`src/hw/rtl/mrt_pkg.sv`:
```
package mrt_pkg;

  localparam int unsigned TABLE_DEPTH = 32;
  localparam int unsigned IDX_W = $clog2(TABLE_DEPTH);
  localparam int unsigned CNT_W = $clog2(TABLE_DEPTH + 1);

  localparam logic [31:0] TIMEOUT_RST = 32'd120000;
  localparam logic [7:0]  MAX_HOPS_RST = 8'd48;

  localparam logic [0:0] REG_TIMEOUT  = 1'b0;
  localparam logic [0:0] REG_MAX_HOPS = 1'b1;

  typedef enum logic [1:0] {
    CMD_ADD    = 2'd0,
    CMD_LOOKUP = 2'd1,
    CMD_SWEEP  = 2'd2,
    CMD_READ   = 2'd3
  } cmd_e;

  typedef struct packed {
    logic [31:0] node;
    logic [31:0] hop;
    logic [7:0]  hops;
    logic [31:0] stamp;
    logic        mark;
  } entry_t;

  typedef struct packed {
    logic             pop;
    logic             push;
    logic [IDX_W-1:0] push_idx;
    entry_t           push_data;
    logic             kill_en;
    logic [31:0]      kill_id;
    logic [CNT_W-1:0] cnt;
  } cell_ctrl_t;

endpackage

```
`src/hw/rtl/mrt_cell.sv`:
```
module mrt_cell (
  input  logic                      clk_i,
  input  logic [mrt_pkg::IDX_W-1:0] cell_idx_i,
  input  mrt_pkg::cell_ctrl_t       ctrl_i,
  input  mrt_pkg::entry_t           nxt_i,
  output mrt_pkg::entry_t           ent_o
);
  import mrt_pkg::*;

  entry_t entry_q, entry_d;
  logic   hit;

  assign hit = ctrl_i.kill_en && (entry_q.hop != 32'd0) && (entry_q.hop == ctrl_i.kill_id) &&
               ({1'b0, cell_idx_i} < ctrl_i.cnt);

  always_comb begin
    ent_o = entry_q;
    ent_o.mark = entry_q.mark | hit;
  end

  always_comb begin
    if (ctrl_i.push && (ctrl_i.push_idx == cell_idx_i)) begin
      entry_d = ctrl_i.push_data;
    end else if (ctrl_i.pop) begin
      entry_d = nxt_i;
    end else begin
      entry_d = ent_o;
    end
  end

  always_ff @(posedge clk_i) begin
    entry_q <= entry_d;
  end

endmodule

```
`config.mk`:
```
export PLATFORM = sky130hd
export DESIGN_NAME = mrt_cell
export DESIGN_NICKNAME = d
export VERILOG_FILES = /design/src/hw/rtl/mrt_pkg.sv /design/src/hw/rtl/mrt_cell.sv
export SDC_FILE = /design/constraint.sdc
export NUM_CORES = 1
export LEC_CHECK = 0
export ABC_AREA = 0
export BUFFER_PORTS_ARGS = -buffer_cell sky130_fd_sc_hd__buf_4
export CAP_MARGIN = 10
export CORE_AREA = 2 2 144 146
export CTS_CLUSTER_DIAMETER = 60
export DETAILED_ROUTE_END_ITERATION = 7
export DIE_AREA = 0 0 146 148
export GPL_ROUTABILITY_DRIVEN = 0
export RECOVER_POWER = 50
export SKIP_CTS_REPAIR_TIMING = 1
export SYNTH_ARGS = -nofsm -noshare
export SYNTH_HDL_FRONTEND = slang
export SYNTH_SLANG_ARGS = --single-unit
export TNS_END_PERCENT = 20
```
`constraint.sdc`:
```
create_clock -name clk_i -period 3.48 [get_ports clk_i]
set_clock_uncertainty 0.05 [all_clocks]
set_input_delay 0.348 -clock clk_i [delete_from_list [all_inputs] [get_ports clk_i]]
set_output_delay 0.348 -clock clk_i [all_outputs]
set_load 0.005 [all_outputs]
```
After elaboration in Yosys (flattened, before gate mapping)
Index checks and enable logic that the tools add are counted.
{ "totals": {"ff_bits": 105, "input_bits": 262, "output_inout_bits": 105, "wordCells": 17} }
{ "op_classes": {"eq_ne": 2, "bitwise": 1, "muxes": 2, "magnitude_cmp": 1, "reduce_logical": 6} }
{ "op_table": {"columns": ["operator", "n"], "rows": [
  ["105-bit 2-to-1 mux", 2],
  ["32-bit equality test", 1],
  ["32-bit nonzero test", 1],
  ["5-bit by 6-bit < comparator with 1-bit output", 1],
  ["5-bit equality test", 1],
  ["1-bit logical AND", 4],
  ["2-bit nonzero test", 1],
  ["1-bit bitwise OR", 1]
]} }

Depth between registers and ports, before layout
{ "logic_depth": {"depth_word": 7, "mapped_depth": 8, "depth_no_buf": 7} }

Worst setup path after synthesis
No wires, ideal clock.
{ "synth_timing": {"path_kind": "input port to flip-flop", "from": "input ctrl_i[145] in the netlist's numbering", "to": "register entry_q (netlist bit ent_o[100]), enable pin", "path_slack_ps": 617, "setup_time_ps": 419, "path_stages": 5, "t_arrival_ps": 2394, "path_cell_list": "xor2_1 > nor4_1 > and3_2 > buf_6 > or2_2"} }
{ "synth_via": {"elab_chain_len": 3} }
{ "synth_rtl": {"columns": ["element", "line_no", "rtl"], "rows": [
  ["start: declaration", "mrt_cell.sv:4", "input mrt_pkg::cell_ctrl_t ctrl_i,"],
  ["5-bit equality test", "mrt_cell.sv:22", "if (ctrl_i.push && (ctrl_i.push_idx == cell_idx_i)) begin"],
  ["1-bit logical AND", "mrt_cell.sv:22", null],
  ["2-bit nonzero test (no source line)", null, null],
  ["end signal: assignment", "mrt_cell.sv:32", "entry_q <= entry_d;"],
  ["end: declaration", "mrt_cell.sv:10", "entry_t entry_q, entry_d;"]
]} }
No other way between the ends.
A chain may end at the register's enable or synchronous reset.

==> run_results.csv <==
group,metric,value,unit
outcome,status,"finished clean",
hold_path,hp-class,"input port to register",
grt,antenna_found_initial,0,
critical_path,crit_path_end_kind,"primary output",
grt,grt_max_degree,124,
die,io_pins,367,
cts,cts_max_path_buffers,2,
die,chipWidth,146,microns
grt,grtUsageMet2,0.3014,
synth,ys.warnings.count,0,
power,p_sw,0.7946,mW
sta,rsz0062_at_grt,"false",
synth,ys.flop_type,"edfxtp_1",
final_layout,drive_gt1_frac,0.4002,
power,ir_drop,200.0,uV
cts,h-tree-depth,3,
placement,place_inst,1146,
drt,drt_wl_total,19110,microns
critical_path,path_max_fanout,3,
synth,synthTopCellsByCount,"nand2_1, buf_4, edfxtp_1, o21ai_0, xnor2_1",
die,start_util,0.3041,
synth,yosysSeqAreaShare,0.5157,
critical_path,critPathSlowestCell,"edfxtp_1",
grt,met1_usage,0.1897,
final_layout,nets,1153,
cts,cts.root.buffer_cell,"clkbuf_16",
power,p_leak,3.496,nW
synth,yosysTopAreaCellShare,0.5124,
critical_path,cp_cell_sequence,"nor4_1 > nand4_1 > nor2_1 > nor4_1 > a31o_2 > buf_4",
critical_path,critical_path_arrival,2.06,ns
drt,wl_per_cell,16.45,microns
synth,avgSynthCellArea,9.493,sq um
power,power_switching_share,0.2452,
final_layout,diodes,0,
grt,met3_usage,0.04074,
placement,dpl.hpwl,14930,microns
critical_path,worstSetupPathType,"register to primary output",
placement,port_buffers,366,
sta,hold_viol_final,0,
placement,dp_slack,0.9658,ns
cts,cts.clk_slew.worst_paths,0.08,ns
cts,cts_buffers,9,
synth,syn-cell-area,0.006095,sq mm
drt,first_iter_violations,286,
cts,clock_latency,0.35,ns
power,p_seq_frac,0.493,
final_layout,syn2layout_area_growth,38.04,%
grt,grt_overflow,0,
synth,synth_edf_count,104,
power,combPwrFrac,0.184,
sta,setup_violations,0,
drt,drc,0,
synth,synth_top_area_cell,"edfxtp_1",
sta,tightest_slew,0.6292,ns
drt,vias,5079,
sta,fin_crit_sh,0.7052,
drt,drt-pass1-iter-count,4,
sta,fin_setup_tns,0,ns
drt,final_antenna_net_count,0,
power,p_clk_frac,0.323,
synth,synth-async-reset-ratio,0,
run,cap_violations,0,
sta,max_freq,407.5,MHz
die,num_rows,52,
sta,period_needed,2.454,ns
sta,setup_slack,1.026,ns
synth,ys_ff_latch,105,
power,p_per_area,385.2,mW/mm^2
critical_path,required,3.08,ns
die,core_region_area,0.02004,sq mm
final_layout,fillCellCount,2048,
critical_path,max_stage_delay,0.55,ns
cts,cts.sinks,105,
die,dieArea,0.02161,sq mm
drt,vias_per_cell,4.371,
synth,synth_most_common_cell,"nand2_1",
synth,synthCells,642,
sta,slew_headroom,0.5805,
critical_path,start_kind,"register",
cts,cts_tree,"built",
final_layout,layout.cells.non_filler,1162,
die,dieHeight,148,microns
grt,globalRoute.busiestLayer,"met2",
grt,grt_pass1_wl,27750,microns
synth,yosysUniqueCellTypes,30,
power,p_int,2.446,mW
critical_path,crit_top_cell,"nor4_1",
sta,report.final.slew_viol_count,0,
grt,grt_pass1_vias,5068,
grt,grt_usage,0.1684,
synth,syn_nets,908,
synth,synth_area_leaders,"edfxtp_1, buf_4, nand2_1",
==> registers in the layout, summed over array words and instances (netlist names) <==
name and count:
ent_o 104, entry_q 1
==> power groups by stage <==
stage	combinational [mW]	sequential (mW)	clock, mW
CTS	0.643	1.60	1.08
global placement	0.637	1.63	0
global route	0.653	1.61	1.13
detailed placement	0.641	1.63	0
finish	0.596	1.60	1.05
floorplan	0.331	1.60	0
==> cell families (layout without fill, tap and decap cells) <==
group	after synthesis	in the layout	synth area share
AO/OA/AOI/OAI	115	115	0.09895
XOR/XNOR	33	33	0.04742
adder cells (fa/ha/maj)	4	4	0.008212
buffers and inverters	149	399	0.1727
flip-flops	105	105	0.5157
AND/OR/NAND/NOR	236	236	0.1571
==> per-layer routing <==
layer / vias to the layer above / part of all wire
met1: 2272 / 0.39
met2: 219 / 0.51
met5: - / 0
met3: 36 / 0.068
met4: 0 / 0.034
li1: 2552 / -
==> cells in the final DEF, fill, tap and decap left out, types with 2 or more instances in the layout <==
cell / instances
clkbuf_16: 9
inv_6: 3
xor2_1: 16
edfxtp_1: 104
nand4_1: 7
inv_1: 10
nor3b_1: 2
xnor2_1: 17
clkbuf_4: 70
clkinv_2: 2
ha_1: 4
nor4_1: 14
buf_12: 2
clkbuf_1: 34
o21ai_0: 104
a21oi_1: 3
buf_4: 266
nand2_1: 208
==> per-stage QoR <==
| stage | hold slack (ns) | power [mW] | cell area [sq um] | utilization |
|---|---|---|---|---|
| after floorplan | 0.4804 | 1.928 | 6095 | - |
| after global routing | 0.2134 | 3.392 | 8413 | 0.4198 |
| after detailed placement | 0.5648 | 2.271 | 8249 | 0.4117 |
| after CTS | 0.1993 | 3.330 | 8549 | 0.4266 |
| after global placement | 0.5613 | 2.265 | 8249 | 0.4117 |
| final | 0.2159 | 3.240 | 8413 | 0.4198 |
==> cell type report <==
class	count	area (sq um)	area share
sequential	105	3143	0.3736
inverter	10	37.54	0.004462
timing repair buffer	373	2694	0.3202
clock inverter	7	75.07	0.008923
tap	270	337.8	0.04015
clock buffer	9	225.2	0.02677
multi-input combinational	388	1901	0.2259
==> path summary, 6_finish.rpt <==
path              start  slack, ns  cells after the start    endpoint
min reg2reg  entry_q[0]       0.58                      2  entry_q[0]
max           ent_o[51]       1.03                      6    ent_o[0]
max reg2reg   ent_o[51]       1.57                      6  entry_q[0]
min          ctrl_i[68]       0.22                      3   ent_o[29]
==> worst max-delay path, delay by kind of cell (launching register included) <==
family	cells	cell delay [ns]
flops	1	0.55
buf+inv	1	0.14
simple gates	4	0.73
compound gates	1	0.28
(Power assumes the default switching activity.)
